`src/pidc_pkg.sv`:
```
package pidc_pkg;

    localparam int DATA_W    = 32;
    localparam int FRAC_BITS = 16;
    localparam int TIME_W    = 16;
    localparam int INT_W     = 64;
    localparam int HALF_W    = INT_W / 2;
    localparam int DIFF_W    = DATA_W + 1;
    localparam int MUL_W     = DATA_W + 1;
    localparam int PROD_W    = 2 * MUL_W;
    localparam int ACC_W     = INT_W + DATA_W;
    localparam int CFG_IDX_W = 3;
    localparam int PC_W      = 4;
    localparam int DIV_CNT_W = $clog2(DIFF_W + 1);

    localparam logic [TIME_W-1:0] STEP_TIME_RESET = TIME_W'(100);

    typedef enum logic [CFG_IDX_W-1:0] {
        REG_GAIN_P      = 3'd0,
        REG_GAIN_I      = 3'd1,
        REG_GAIN_D      = 3'd2,
        REG_TARGET      = 3'd3,
        REG_FLOOR       = 3'd4,
        REG_CEILING     = 3'd5,
        REG_SAMPLE      = 3'd6
    } reg_idx_t;

    typedef enum logic [2:0] {
        MS_ERR_DT = 3'd0,
        MS_P_ERR  = 3'd1,
        MS_I_LO   = 3'd2,
        MS_I_HI   = 3'd3,
        MS_D_DER  = 3'd4
    } mul_sel_t;

    typedef enum logic [1:0] {
        ACC_HOLD   = 2'd0,
        ACC_LOAD   = 2'd1,
        ACC_ADD    = 2'd2,
        ACC_ADD_HI = 2'd3
    } acc_op_t;

    typedef enum logic [2:0] {
        OP_NONE    = 3'd0,
        OP_ERR     = 3'd1,
        OP_DIFF    = 3'd2,
        OP_INTEG   = 3'd3,
        OP_DERIV   = 3'd4,
        OP_SAT     = 3'd5,
        OP_CLAMP   = 3'd6,
        OP_PUBLISH = 3'd7
    } op_t;

    typedef enum logic [1:0] {
        C_ALWAYS   = 2'd0,
        C_DIV_DONE = 2'd1,
        C_OUT_FREE = 2'd2
    } cond_t;

    typedef struct packed {
        mul_sel_t        mul_sel;
        acc_op_t         acc_op;
        op_t             op;
        cond_t           cond;
        logic [PC_W-1:0] target;
    } ctl_t;

    localparam logic [PC_W-1:0] PC_FIRST   = PC_W'(0);
    localparam logic [PC_W-1:0] PC_PUBLISH = PC_W'(11);

    // Control store: the step advances to target once its condition holds
    function automatic ctl_t pidc_ucode(input logic [PC_W-1:0] pc);
        ctl_t cw;
        unique case (pc)
            PC_W'(0):  cw = '{MS_ERR_DT, ACC_HOLD,   OP_ERR,     C_ALWAYS,   PC_W'(1)};
            PC_W'(1):  cw = '{MS_ERR_DT, ACC_HOLD,   OP_DIFF,    C_ALWAYS,   PC_W'(2)};
            PC_W'(2):  cw = '{MS_P_ERR,  ACC_HOLD,   OP_INTEG,   C_ALWAYS,   PC_W'(3)};
            PC_W'(3):  cw = '{MS_I_LO,   ACC_LOAD,   OP_NONE,    C_ALWAYS,   PC_W'(4)};
            PC_W'(4):  cw = '{MS_I_HI,   ACC_ADD,    OP_NONE,    C_ALWAYS,   PC_W'(5)};
            PC_W'(5):  cw = '{MS_I_HI,   ACC_ADD_HI, OP_NONE,    C_ALWAYS,   PC_W'(6)};
            PC_W'(6):  cw = '{MS_D_DER,  ACC_HOLD,   OP_DERIV,   C_DIV_DONE, PC_W'(7)};
            PC_W'(7):  cw = '{MS_D_DER,  ACC_HOLD,   OP_NONE,    C_ALWAYS,   PC_W'(8)};
            PC_W'(8):  cw = '{MS_D_DER,  ACC_ADD,    OP_NONE,    C_ALWAYS,   PC_W'(9)};
            PC_W'(9):  cw = '{MS_D_DER,  ACC_HOLD,   OP_SAT,     C_ALWAYS,   PC_W'(10)};
            PC_W'(10): cw = '{MS_D_DER,  ACC_HOLD,   OP_CLAMP,   C_ALWAYS,   PC_PUBLISH};
            PC_W'(11): cw = '{MS_D_DER,  ACC_HOLD,   OP_PUBLISH, C_OUT_FREE, PC_FIRST};
            default:   cw = '{MS_D_DER,  ACC_HOLD,   OP_PUBLISH, C_OUT_FREE, PC_FIRST};
        endcase
        return cw;
    endfunction

endpackage

```
`src/pidc_divider.sv`:
```
module pidc_divider (
    input  logic                          clk,
    input  logic                          rst_n,
    input  logic                          start,
    input  logic [pidc_pkg::DIFF_W-1:0]   dividend,
    input  logic [pidc_pkg::TIME_W-1:0]   divisor,
    output logic                          done,
    output logic [pidc_pkg::DIFF_W-1:0]   quotient
);
    import pidc_pkg::*;

    logic [DIV_CNT_W-1:0] count_reg;
    logic                 done_reg;
    logic [DIFF_W-1:0]    quo_reg;
    logic [TIME_W-1:0]    rem_reg;
    logic [TIME_W-1:0]    dvs_reg;
    logic [TIME_W:0]      rem_shift;
    logic [TIME_W+1:0]    trial;

    assign rem_shift = {rem_reg, quo_reg[DIFF_W-1]};
    assign trial     = {1'b0, rem_shift} - {2'b00, dvs_reg};

    always_ff @(posedge clk or negedge rst_n)
    begin
        if (!rst_n)
        begin
            count_reg <= '0;
            done_reg  <= 1'b0;
        end
        else if (start)
        begin
            count_reg <= DIV_CNT_W'(DIFF_W);
            done_reg  <= 1'b0;
        end
        else if (count_reg != '0)
        begin
            count_reg <= count_reg - DIV_CNT_W'(1);
            if (count_reg == DIV_CNT_W'(1))
            begin
                done_reg <= 1'b1;
            end
        end
    end

    // Restoring division, one quotient bit per cycle
    always_ff @(posedge clk)
    begin
        if (start)
        begin
            quo_reg <= dividend;
            rem_reg <= '0;
            dvs_reg <= divisor;
        end
        else if (count_reg != '0)
        begin
            if (!trial[TIME_W+1])
            begin
                rem_reg <= trial[TIME_W-1:0];
                quo_reg <= {quo_reg[DIFF_W-2:0], 1'b1};
            end
            else
            begin
                rem_reg <= rem_shift[TIME_W-1:0];
                quo_reg <= {quo_reg[DIFF_W-2:0], 1'b0};
            end
        end
    end

    assign done     = done_reg;
    assign quotient = quo_reg;

endmodule
```
`config.mk`:
```
export PLATFORM = sky130hd
export DESIGN_NAME = pidc_divider
export DESIGN_NICKNAME = d
export VERILOG_FILES = /design/src/pidc_pkg.sv /design/src/pidc_divider.sv
export SDC_FILE = /design/constraint.sdc
export NUM_CORES = 1
export LEC_CHECK = 0
export BUFFER_PORTS_ARGS = -buffer_cell sky130_fd_sc_hd__buf_2
export CORE_AREA = 2 2 84 86
export CTS_CLUSTER_DIAMETER = 100
export CTS_CLUSTER_SIZE = 28
export DETAILED_ROUTE_END_ITERATION = 8
export DIE_AREA = 0 0 86 88
export PLACE_DENSITY = 0.86
export SYNTH_ARGS = -nofsm -noshare
export SYNTH_HDL_FRONTEND = slang
export SYNTH_SLANG_ARGS = --single-unit
```
`constraint.sdc`:
```
create_clock -name clk -period 5.79 [get_ports clk]
set_input_delay 0.579 -clock clk [delete_from_list [all_inputs] [get_ports clk]]
set_output_delay 0.579 -clock clk [all_outputs]
set_load 0.05 [all_outputs]
```
Word level (Yosys, flattened, before mapping):

Cells that the tools add are included.

* bits of input ports: 52
* register bits after elaboration: 72
* output and inout port bits: 34
* word-level logic and storage cells: 21

* muxes and demuxes: 9
* add/sub/neg operators: 2
* reduce and logical (&&, ||, !) cells: 4
* equal/unequal tests: 1

Operators with widths (count)
* 2-to-1 mux 33 bit: 2
* subtractor 17 x 16 -> 18 bit: 1
* 2-to-1 mux 16 bit: 1
* 2-to-1 mux 6 bit: 2
* equality test 6 x 1 -> 1 bit (second input constant): 1
* nonzero test 6 bit: 1
* subtractor 6 x 1 -> 6 bit (second input constant): 1
* 2-to-1 mux 1 bit: 4
* nonzero test 2 bit: 2
* AND reduction 2 bit: 1

Longest topological paths before layout:

Gate-level depths: netlist of run 1.

* depth after elaboration: 4
* gate-level depth with buffers: 11

Least setup slack after synthesis of run 1:

No wires, ideal clock.

* kind: register to register
* from: register quo_reg[32] (netlist: quotient[32])
* to: register rem_reg[10]
* arrival: 2.777 ns
* required time: 5.704 ns
* clock period less this slack: 2.862 ns
* cell stages (with the launch flop): 12
* path slack: 2.928 ns
* path buffers: 0
* cell sequence: edfxtp_1 -> inv_1 -> ha_1 -> inv_1 -> fa_1 -> a211oi_2 -> nor3_1 -> or2_1 -> o21a_1 -> o21ai_1 -> or3b_1 -> a211oi_1

* cells in the longest elaborated chain, start to end: 2

RTL lines
* start, declared: line pidc_divider.sv:14 `logic [DIFF_W-1:0] quo_reg;`
* start signal, assigned: line pidc_divider.sv:50 `quo_reg <= dividend;`
* start signal, assigned: line pidc_divider.sv:59 `quo_reg <= {quo_reg[DIFF_W-2:0], 1'b1};`
* start signal, assigned: line pidc_divider.sv:64 `quo_reg <= {quo_reg[DIFF_W-2:0], 1'b0};`
* subtractor 17 x 16 -> 18 bit: line pidc_divider.sv:21 `assign trial = {1'b0, rem_shift} - {2'b00, dvs_reg};`
* 2-to-1 mux 16 bit: line pidc_divider.sv:56 `if (!trial[TIME_W+1])`
* end signal, assigned: line pidc_divider.sv:58 `rem_reg <= trial[TIME_W-1:0];`
* end signal, assigned: line pidc_divider.sv:63 `rem_reg <= rem_shift[TIME_W-1:0];`
* end, declared: line pidc_divider.sv:15 `logic [TIME_W-1:0] rem_reg;`

No other way between the ends.
A chain may end at the register's enable or synchronous reset.

Final worst setup path of run 1:

* from: register count_reg[0]
* to: register quo_reg[19] (netlist: quotient[19]), enable pin

* cells in the longest elaborated chain, start to end: 2

RTL lines
* start, declared: line pidc_divider.sv:12 `logic [DIV_CNT_W-1:0] count_reg;`
* start signal, assigned: line pidc_divider.sv:32 `count_reg <= DIV_CNT_W'(DIFF_W);`
* start signal, assigned: line pidc_divider.sv:37 `count_reg <= count_reg - DIV_CNT_W'(1);`
* nonzero test 6 bit: line pidc_divider.sv:54 `else if (count_reg != '0)`
* nonzero test 2 bit (no line)

No other way between the ends.

==> results.yml, run 1 <==
outcome:
  status: "finished, final reports clean"
clock_network:
  htree_levels: 3
  post-cts-setup-buffers: 0
  clk_path_buf_depth: 2
  cts_sinks: 72
  clk_pin_slew_ns: 0.08
  cts_tree: "built"
  root_buffer: "clkbuf_8"
  cts_resized: 0
  numCtsBuffers: 9
  cts_hold_buffers: 0
  clk_latency_ns: 0.35
place:
  dp.cells: 481
  portBuffers: 85
  dp_hpwl_um: 5610
  gp_congestion: 0.855
  pre_cts_ws_ns: 2.82
yosys:
  synth_cell_types: 56
  avgSynthCellArea_um2: 11.5
  ys.flop_type: "edfxtp_1"
  syn-num-nets: 395
  seq_area_frac_synth_pct: 52.6
  yosys_warnings: 0
  synth.most_common_cell: "edfxtp_1"
  synth_edf_count: 49
  syn_area_mm2: 0.00374
  synthTopCellsByCount: "edfxtp_1, mux2_2, nor2_1, inv_1, a21oi_1"
  synthArstFlopShare_pct: 9.72
  synth-seq-cells: 72
  synth_top_cell_area_share_pct: 39.3
  synth_top_area_cell: "edfxtp_1"
  syn-instance-count: 324
  synth.area.top_cells: "edfxtp_1, mux2_2, dfxtp_1"
drt:
  drt-total-wl_um: 8080
  drc: 0
  ant_nets: 0
  viasPerCell: 5.68
  num_vias: 2821
  wl_per_cell_um: 16.3
  drtPass1Iterations: 4
  drt_iter0_drc: 173
timing:
  period_share_pct: 52.2
  hold_viol_final: 0
  drv_slew: 0
  hold_slack_ns: 0.0431
  maxSlewHeadroom_pct: 15.0
  finalSetupViolCount: 0
  rsz0062_at_grt: "no"
  finClkSkew_ns: 0.00781
  setup_slack_ns: 2.77
  fmax_mhz: 331
  min_period_ns: 3.02
  fin_setup_tns_ns: 0
  tightest_slew_ns: 1.27
final_layout:
  drive_above_1_share_pct: 35.3
  regArea_mm2: 0.00197
  stdcell_count: 497
  fillers: 503
  finish.utilization_pct: 66.6
  diodes: 0
  fin_nets: 483
  multi_input_area_mm2: 0.00163
  area_delta_synth_final_pct: 18.3
  largest_reg_flops: 33
setup_path:
  cp.arrival_ns: 2.91
  r2r_slack_ns: 2.77
  critical_path_class: "flop to flop"
  r2r_start: "count_reg[0]$_DFFE_PN0P_"
  worstPathCellList: "inv_1 > ha_1 > nand3_1 > nor2_1 > inv_1"
  slowest_delay_ns: 0.68
  cp_common_cell: "inv_1"
  end_kind: "flop"
  cp.required_ns: 5.68
  worst_path_max_delay_cell: "nand3_1"
  crit_path_start_kind: "flop"
  startpoint: "count_reg[0]$_DFFE_PN0P_"
  path_max_fanout: 33
grt:
  met1_usage_pct: 27.9
  met2_usage_pct: 38.9
  track_usage_pct: 23.1
  gr-total-overflow: 0
  grt_pass1_vias: 2889
  antenna_found_initial: 0
  grt_pass1_wl_um: 13500
  grt_start_max_net_pins: 68
  busiest_layer: "met2"
  gr-usage-met3_pct: 4.34
worst_hold_path:
  min_path_type: "primary input to asynchronous set/reset pin"
floorplanning:
  core_mm2: 0.00664
  pin_count: 86
  dieHeight_um: 88
  dieArea_mm2: 0.00757
  start_util_pct: 56.3
  rows: 30
  fp.dieW_um: 86
pwr:
  p_leak_uw: 0.00195
  ir_drop_mv: 0.255
  powerDensity_mw_per_mm2: 321
job:
  cap_violations: 0
## kinds of logic (layout without fill, tap and decap cells)
group,after synthesis,in the layout,share of synthesized area [%]
buffers and inverters,35,128,3.95
AO/OA/AOI/OAI,68,68,12.5
flip-flops,72,72,52.6
AND/OR/NAND/NOR,79,79,9.97
multiplexers,39,39,11.6
XOR/XNOR,12,12,2.81
adder cells (fa/ha/maj),19,19,6.56
## path summary, 6_finish.rpt
check	endpoint	cells past startpoint
max in group asynchronous	count_reg[1]$_DFFE_PN0P_	1
min	count_reg[4]$_DFFE_PN0P_	1
max reg2reg	quotient[19]$_DFFE_PP_	5
min in group clk	dvs_reg[6]$_DFFE_PP_	1
min reg2reg	rem_reg[15]$_SDFFE_PP0P_	2
max	quotient[19]$_DFFE_PP_	5
## where the power goes
group | switching (uW) | internal [uW]
Sequential | 37.0 | 616
Combinational | 243 | 131
Clock | 193 | 199
## per-stage QoR
stage	instance area [um2]	power, uW
floorplan	3740	944
global placement	4230	1020
detailed placement	4230	1030
CTS	4430	1420
global route	4430	1480
finish	4430	1420
## worst max-delay path: cells and delay by family (launching register included)
| kind | cells | cell delay [ns] |
|---|---|---|
| adder cells (fa/ha/maj) | 1 | 0.20 |
| buffers and inverters | 2 | 0.72 |
| flip-flops | 1 | 0.43 |
| AND/OR/NAND/NOR | 2 | 1.20 |
## per-layer routing
metal	up-vias	wire length (um)	part of all wire, %
li1	1378	-	-
met1	1313	3370	42
met2	109	4000	50
met3	21	505	6.2
met4	0	207	2.6
met5	-	0	0
## area by class of cell
| cell class | count | area share [%] |
|---|---|---|
| Sequential cell | 72 | 44.4 |
| Multi-Input combinational cell | 217 | 36.7 |
| Timing Repair Buffer | 88 | 10.1 |
| Clock buffer | 9 | 2.80 |
| Tap cell | 80 | 2.26 |
| Inverter | 24 | 2.04 |
| Clock inverter | 7 | 1.61 |
## cells in the final DEF, fill, tap and decap left out, drive strengths merged, types with 5 or more instances in the layout
cell type and n:
buf 88, edfxtp 49, mux2 34, nor2 29
inv 25, a21oi 20, ha 18, nand2 17
dfxtp 16, xnor2 10, o21ai 10, nor3 9
clkbuf 9, dfrtp 7, a211oi 7, nand3 5
mux2i 5, clkinv 5
Power figures use the tool's default switching activity.
==> run 2, diff against run 1 <==
- CORE_AREA: 2 2 84 86 -> 2 2 91 93
- DIE_AREA: 0 0 86 88 -> 0 0 93 95
- PLACE_DENSITY: 0.86 -> 0.78
- clock period: 5.79 -> 2.5 ns (I/O delays scaled with it)
==> run 2 against run 1 <==
Effect of this change:
- clock power up 110%
- via count is 0.28% lower
- routed wire length is 1.3% lower
- the run now ends with negative setup slack left
- critical path depth is 7 higher
- cell area grew 4.1%
- fmax increased by 19%
==> results.yml, run 2 (synthesized netlist as in run 1, its figures left out) <==
job:
  cap_violations: 0
timing:
  setup_slack_ns: -0.0311
  min_period_ns: 2.53
  finClkSkew_ns: 0.00821
  period_share_pct: 101
  finalSetupViolCount: 2
  maxSlewHeadroom_pct: 71.3
  hold_slack_ns: 0.0706
  rsz0062_at_grt: "yes"
  tightest_slew_ns: 0.431
  fin_setup_tns_ns: -0.0499
  drv_slew: 0
  fmax_mhz: 395
  hold_viol_final: 0
place:
  gp_congestion: 0.922
  portBuffers: 85
  place_area_mm2: 0.00432
  dp_hpwl_um: 5630
pwr:
  ir_drop_mv: 0.456
  clkPwrFrac_pct: 25.5
  netSwitchingFraction_pct: 34.4
  total_power_uw: 3230
  power.share.combinational_pct: 27.8
  p_switching_uw: 1110
  pwr-share-seq_pct: 46.7
  powerDensity_mw_per_mm2: 701
  p_leak_uw: 0.00200
  p_int_uw: 2120
final_layout:
  area_delta_synth_final_pct: 23.2
  diodes: 0
  final_cell_mix: "buf_2, edfxtp_1, mux2_2, nor2_1, inv_1"
  multi_input_area_mm2: 0.00168
  fin_nets: 498
  regArea_mm2: 0.00197
  layout.cells.most_common: "buf_2"
  largest_reg_flops: 33
  stdcell_area_mm2: 0.00461
  fillers: 705
  finish.utilization_pct: 58.1
  drive_above_1_share_pct: 39.4
floorplanning:
  start_util_pct: 47.2
  pin_count: 86
  dieHeight_um: 95
  fp.dieW_um: 93
  rows: 33
  dieArea_mm2: 0.00884
  core_mm2: 0.00793
grt:
  grt_pass1_vias: 2827
  grt_start_max_net_pins: 35
  antenna_found_initial: 0
  gr-total-overflow: 0
  track_usage_pct: 19.0
  grt_pass1_wl_um: 13000
drt:
  drt_iter0_drc: 125
  wl_per_cell_um: 14.9
  num_vias: 2813
  drtPass1Iterations: 5
  ant_nets: 0
  viasPerCell: 5.24
  drc: 0
  drt-total-wl_um: 7980
outcome:
  violations: "negative setup slack"
  status: "finished, violations left"
setup_path:
  critical_path_class: "flop to flop"
  end_kind: "flop"
  r2r_start: "quotient[32]$_DFFE_PP_"
  cp.arrival_ns: 2.80
  worstPathCellList: "inv_2 > ha_4 > inv_2 > fa_2 > a211oi_2 > buf_4 > nor4_1 > or4_1 > a21oi_2 > xnor2_1 > mux2i_1 > o21ai_1"
  reg2reg_depth: 12
  crit_path_start_kind: "flop"
  rr_endpoint: "rem_reg[12]$_SDFFE_PP0P_"
  cpLargestDelayFamily: "compound AO/OA/AOI/OAI gates"
  cp.required_ns: 2.77
  r2r_slack_ns: -0.03
  crit_buf_inv: 3
  worst_path_max_delay_cell: "or4_1"
  path_max_fanout: 2
  cp_common_cell: "inv_2"
  slowest_delay_ns: 0.46
worst_hold_path:
  hold_start: "divisor[13]"
  min_path_type: "primary input to flop"
  hold_end: "dvs_reg[13]$_DFFE_PP_"
  hold_depth: 1
clock_network:
  clk_pin_slew_ns: 0.08
  cts_sinks: 72
  htree_levels: 3
  cts_tree: "built"
  root_buffer: "clkbuf_8"
  clk_latency_ns: 0.35
  clk_path_buf_depth: 2
  numCtsBuffers: 9
run 2: cell type report:
| type | instances | share of cell area, % |
|---|---|---|
| flip-flops and latches | 72 | 42.7 |
| multi-input cells | 217 | 36.4 |
| repair buffers | 103 | 12.3 |
| well taps | 105 | 2.85 |
| clock buffers | 10 | 2.77 |
| inverters | 24 | 1.96 |
| clock inverters | 6 | 0.978 |
run 2: metrics by stage:
stage / cells / setup slack, ns
after floorplan: 324 / -0.235
after global placement: 513 / 0.0359
after detailed placement: 513 / -0.0360
after CTS: 531 / -0.0369
after global routing: 537 / -0.152
final: 537 / -0.0311
run 2: worst register-to-register path: stages (launching register included):
cell and delay, ns:
edfxtp_1 0.40, inv_2 0.10, ha_4 0.14, inv_2 0.03, fa_2 0.34, a211oi_2 0.22
buf_4 0.15, nor4_1 0.04, or4_1 0.46, a21oi_2 0.18, xnor2_1 0.14, mux2i_1 0.09
o21ai_1 0.16
run 2: metal layers:
metal	vias to the layer above	track usage (%)	wire length, um
li1	1398	-	-
met2	77	31.2	3870
met5	-	0	0
met1	1317	23.6	3480
met3	21	4.71	384
met4	0	9.07	242
run 2: worst max path at each step:
stage	cells past startpoint	slack [ns]	startpoint	endpoint
floorplan	11	-0.24	quotient[32]$_DFFE_PP_	rem_reg[10]$_SDFFE_PP0P_
global placement	11	0.04	quotient[32]$_DFFE_PP_	rem_reg[10]$_SDFFE_PP0P_
detailed placement	11	-0.04	quotient[32]$_DFFE_PP_	rem_reg[12]$_SDFFE_PP0P_
CTS	12	-0.04	quotient[32]$_DFFE_PP_	rem_reg[12]$_SDFFE_PP0P_
global route	11	-0.15	quotient[32]$_DFFE_PP_	rem_reg[10]$_SDFFE_PP0P_
finish	12	-0.03	quotient[32]$_DFFE_PP_	rem_reg[12]$_SDFFE_PP0P_
run 2: power by group through the flow:
stage / Combinational [uW] / Sequential (uW) / Clock [uW]
2_1_floorplan: 417 / 1770 / 0
3_3_place_gp: 848 / 1530 / 0
4_1_cts: 881 / 1510 / 836
5_1_grt: 972 / 1530 / 876
6_report: 899 / 1510 / 823
3_5_place_dp: 869 / 1530 / 0
run 2: timing repair:
item | CTS | global route
setup buffers | 1 | 6
setup endpoints to repair | 2 | 12
cloned | 0 | 0
gates resized for setup | 2 | 8
hold buffers | 1 | 0
pin swaps | 9 | 5
endpoints found under the hold margin | 7 | 0
==> run 3, diff against run 2 <==
- ABC_AREA: unset -> 1
- CORE_AREA: 2 2 91 93 -> 2 2 94 96
- DIE_AREA: 0 0 93 95 -> 0 0 96 98
- PLACE_DENSITY: 0.78 -> 0.79
==> run 3 against run 2 <==
Effect of this change:
- the run now ends clean
- cell area rose by 5.2%
- routed wire length rose by 15%
- non-clock buffer count fell by 12
- synthesized cell count rose by 58%
- largest power group is now combinational cells
- highest routed layer unchanged
==> results.yml, run 3 <==
drt:
  viasPerCell: 4.98
  drt_iter0_drc: 122
  met1_length_um: 3950
  drtPass1Iterations: 4
  drc: 0
  highest_layer: "met4"
  wl_per_cell_um: 12.8
  ant_nets: 0
  route.met2.wl_um: 4250
  drt-total-wl_um: 9140
  met3_wirelength_um: 680
  num_vias: 3567
yosys:
  synth_top_area_cell: "edfxtp_1"
  synth-seq-cells: 72
  synth_top_cell_area_share_pct: 35.9
  syn_area_mm2: 0.00410
  synth_edf_count: 49
  seq_area_frac_synth_pct: 48.0
  syn-instance-count: 513
  synth.area.top_cells: "edfxtp_1, nand2_1, dfxtp_1"
  synthArstFlopShare_pct: 9.72
  synthTopCellsByCount: "nand2_1, inv_1, edfxtp_1, nand3_1, ha_1"
  synth.most_common_cell: "nand2_1"
  avgSynthCellArea_um2: 7.99
  ys.flop_type: "edfxtp_1"
  syn-num-nets: 584
  yosys_warnings: 0
  synth_cell_types: 34
outcome:
  status: "finished, final reports clean"
pwr:
  total_power_uw: 5350
  powerDensity_mw_per_mm2: 1100
  p_leak_uw: 0.00260
  ir_drop_mv: 0.584
final_layout:
  multi_input_area_mm2: 0.00178
  drive_above_1_share_pct: 20.4
  fin_nets: 674
  layout.cells.most_common: "nand2_1"
  fillers: 778
  area_delta_synth_final_pct: 18.3
  diodes: 0
  final_cell_mix: "nand2_1, buf_2, inv_1, edfxtp_1, nand3_1"
  largest_reg_flops: 33
  regArea_mm2: 0.00197
clock_network:
  post-cts-setup-buffers: 0
  cts_tree: "built"
  htree_levels: 3
  cts_sinks: 72
  clk_path_buf_depth: 2
  clk_latency_ns: 0.35
  root_buffer: "clkbuf_8"
  clk_pin_slew_ns: 0.08
  numCtsBuffers: 9
setup_path:
  path_max_fanout: 4
  worst_path_max_delay_cell: "fa_1"
  critical_path_class: "flop to flop"
  worstPathCellList: "inv_1 > ha_1 > inv_1 > fa_1 > nand3_1 > nand3_1 > nand2_1 > nand2_1 > xnor2_1 > nand2_1 > nand3_1 > nand2_1"
  cp.required_ns: 2.74
  slowest_delay_ns: 0.44
  crit_buf_inv: 2
  rr_endpoint: "rem_reg[6]$_SDFFE_PP0P_"
  end_kind: "flop"
  r2r_slack_ns: 0.38
  cp.arrival_ns: 2.36
  cp_common_cell: "nand2_1"
  r2r_start: "quotient[32]$_DFFE_PP_"
  crit_path_start_kind: "flop"
  cpLargestDelayFamily: "simple AND/OR/NAND/NOR gates"
  reg2reg_depth: 12
worst_hold_path:
  min_path_type: "primary input to flop"
  hold_start: "divisor[13]"
  hold_end: "dvs_reg[13]$_DFFE_PP_"
  hold_depth: 1
place:
  portBuffers: 85
  dp_hpwl_um: 6850
  gp_congestion: 0.953
grt:
  antenna_found_initial: 0
  grt_start_max_net_pins: 42
  gr-total-overflow: 0
  grt_pass1_wl_um: 15800
  grt_pass1_vias: 3683
  track_usage_pct: 21.2
floorplanning:
  fp.dieW_um: 96
  rows: 34
  start_util_pct: 48.4
  core_mm2: 0.00847
  pin_count: 86
  dieHeight_um: 98
  dieArea_mm2: 0.00941
timing:
  min_period_ns: 2.12
  finClkSkew_ns: 0.0173
  hold_viol_final: 0
  finalSetupViolCount: 0
  fin_setup_tns_ns: 0
  fmax_mhz: 471
  drv_slew: 0
  period_share_pct: 85.0
  maxSlewHeadroom_pct: 60.9
  tightest_slew_ns: 0.586
  rsz0062_at_grt: "no"
job:
  cap_violations: 0
-- run 3: cell types whose count changed after synthesis, moves of 7 or more --
cell,before,now
nand3_1,5,41
nor3_1,9,2
nand2_1,17,213
inv_1,24,72
a21oi_1,20,11
mux2_2,34,0
nor2_1,29,17
-- run 3: metal layers --
layer  vias up  global-route usage [%]
met2       121                    33.8
met4         0                    9.78
met5         -                       0
met1      1616                    27.0
met3        18                    5.02
li1       1812                       -
-- run 3: power by group --
part           total [uW]  switching (uW)  internal [uW]
sequential           1780             187           1590
clock                 942             472            470
combinational        2630            1730            899
-- run 3: what timing repair did --
| item | in CTS | in global routing |
|---|---|---|
| resized for setup | 0 | 0 |
| hold endpoints to repair | 7 | 0 |
| hold buffers | 1 | 0 |
-- run 3: metrics by stage --
step | cell area [um2] | setup WS, ns | cells | hold WS (ns) | util (%)
2_1_floorplan | 4100 | 0.343 | 513 | -0.0456 | -
3_5_place_dp | 4640 | 0.422 | 699 | 0.0937 | 54.8
5_1_grt | 4850 | 0.172 | 716 | 0.0607 | 57.2
4_1_cts | 4850 | 0.397 | 716 | 0.0534 | 57.2
6_report | 4850 | 0.375 | 716 | 0.0765 | 57.2
3_3_place_gp | 4640 | 0.477 | 699 | 0.0887 | 54.8
-- run 3: final cells by class --
type                    count  area share (%)
multi-input cells         356            36.8
inverters                  73            5.65
clock inverters             7            1.58
well taps                 108            2.79
flip-flops and latches     72            40.6
repair buffers             91            10.0
clock buffers               9            2.56
-- run 3: logic make-up (layout without fill, tap and decap cells) --
family                     count (synthesis)  count (layout)  synth area share [%]
adders and majority gates                 19              19                  5.99
buffers and inverters                     85             180                  8.43
and+or+nand+nor                          304             304                  32.3
xor gates and xnor gates                  10              10                  2.14
AOI/OAI and AO/OA                         23              23                  3.15
DFF                                       72              72                  48.0
-- run 3: worst max-delay path by stage --
stage	endpoint	slack, ns	cells past startpoint	from
floorplan	rem_reg[8]$_SDFFE_PP0P_	0.34	11	quotient[32]$_DFFE_PP_
global placement	rem_reg[6]$_SDFFE_PP0P_	0.48	12	quotient[32]$_DFFE_PP_
detailed placement	rem_reg[6]$_SDFFE_PP0P_	0.42	12	quotient[32]$_DFFE_PP_
CTS	rem_reg[6]$_SDFFE_PP0P_	0.40	12	quotient[32]$_DFFE_PP_
global route	rem_reg[14]$_SDFFE_PP0P_	0.17	14	quotient[32]$_DFFE_PP_
finish	rem_reg[6]$_SDFFE_PP0P_	0.38	12	quotient[32]$_DFFE_PP_
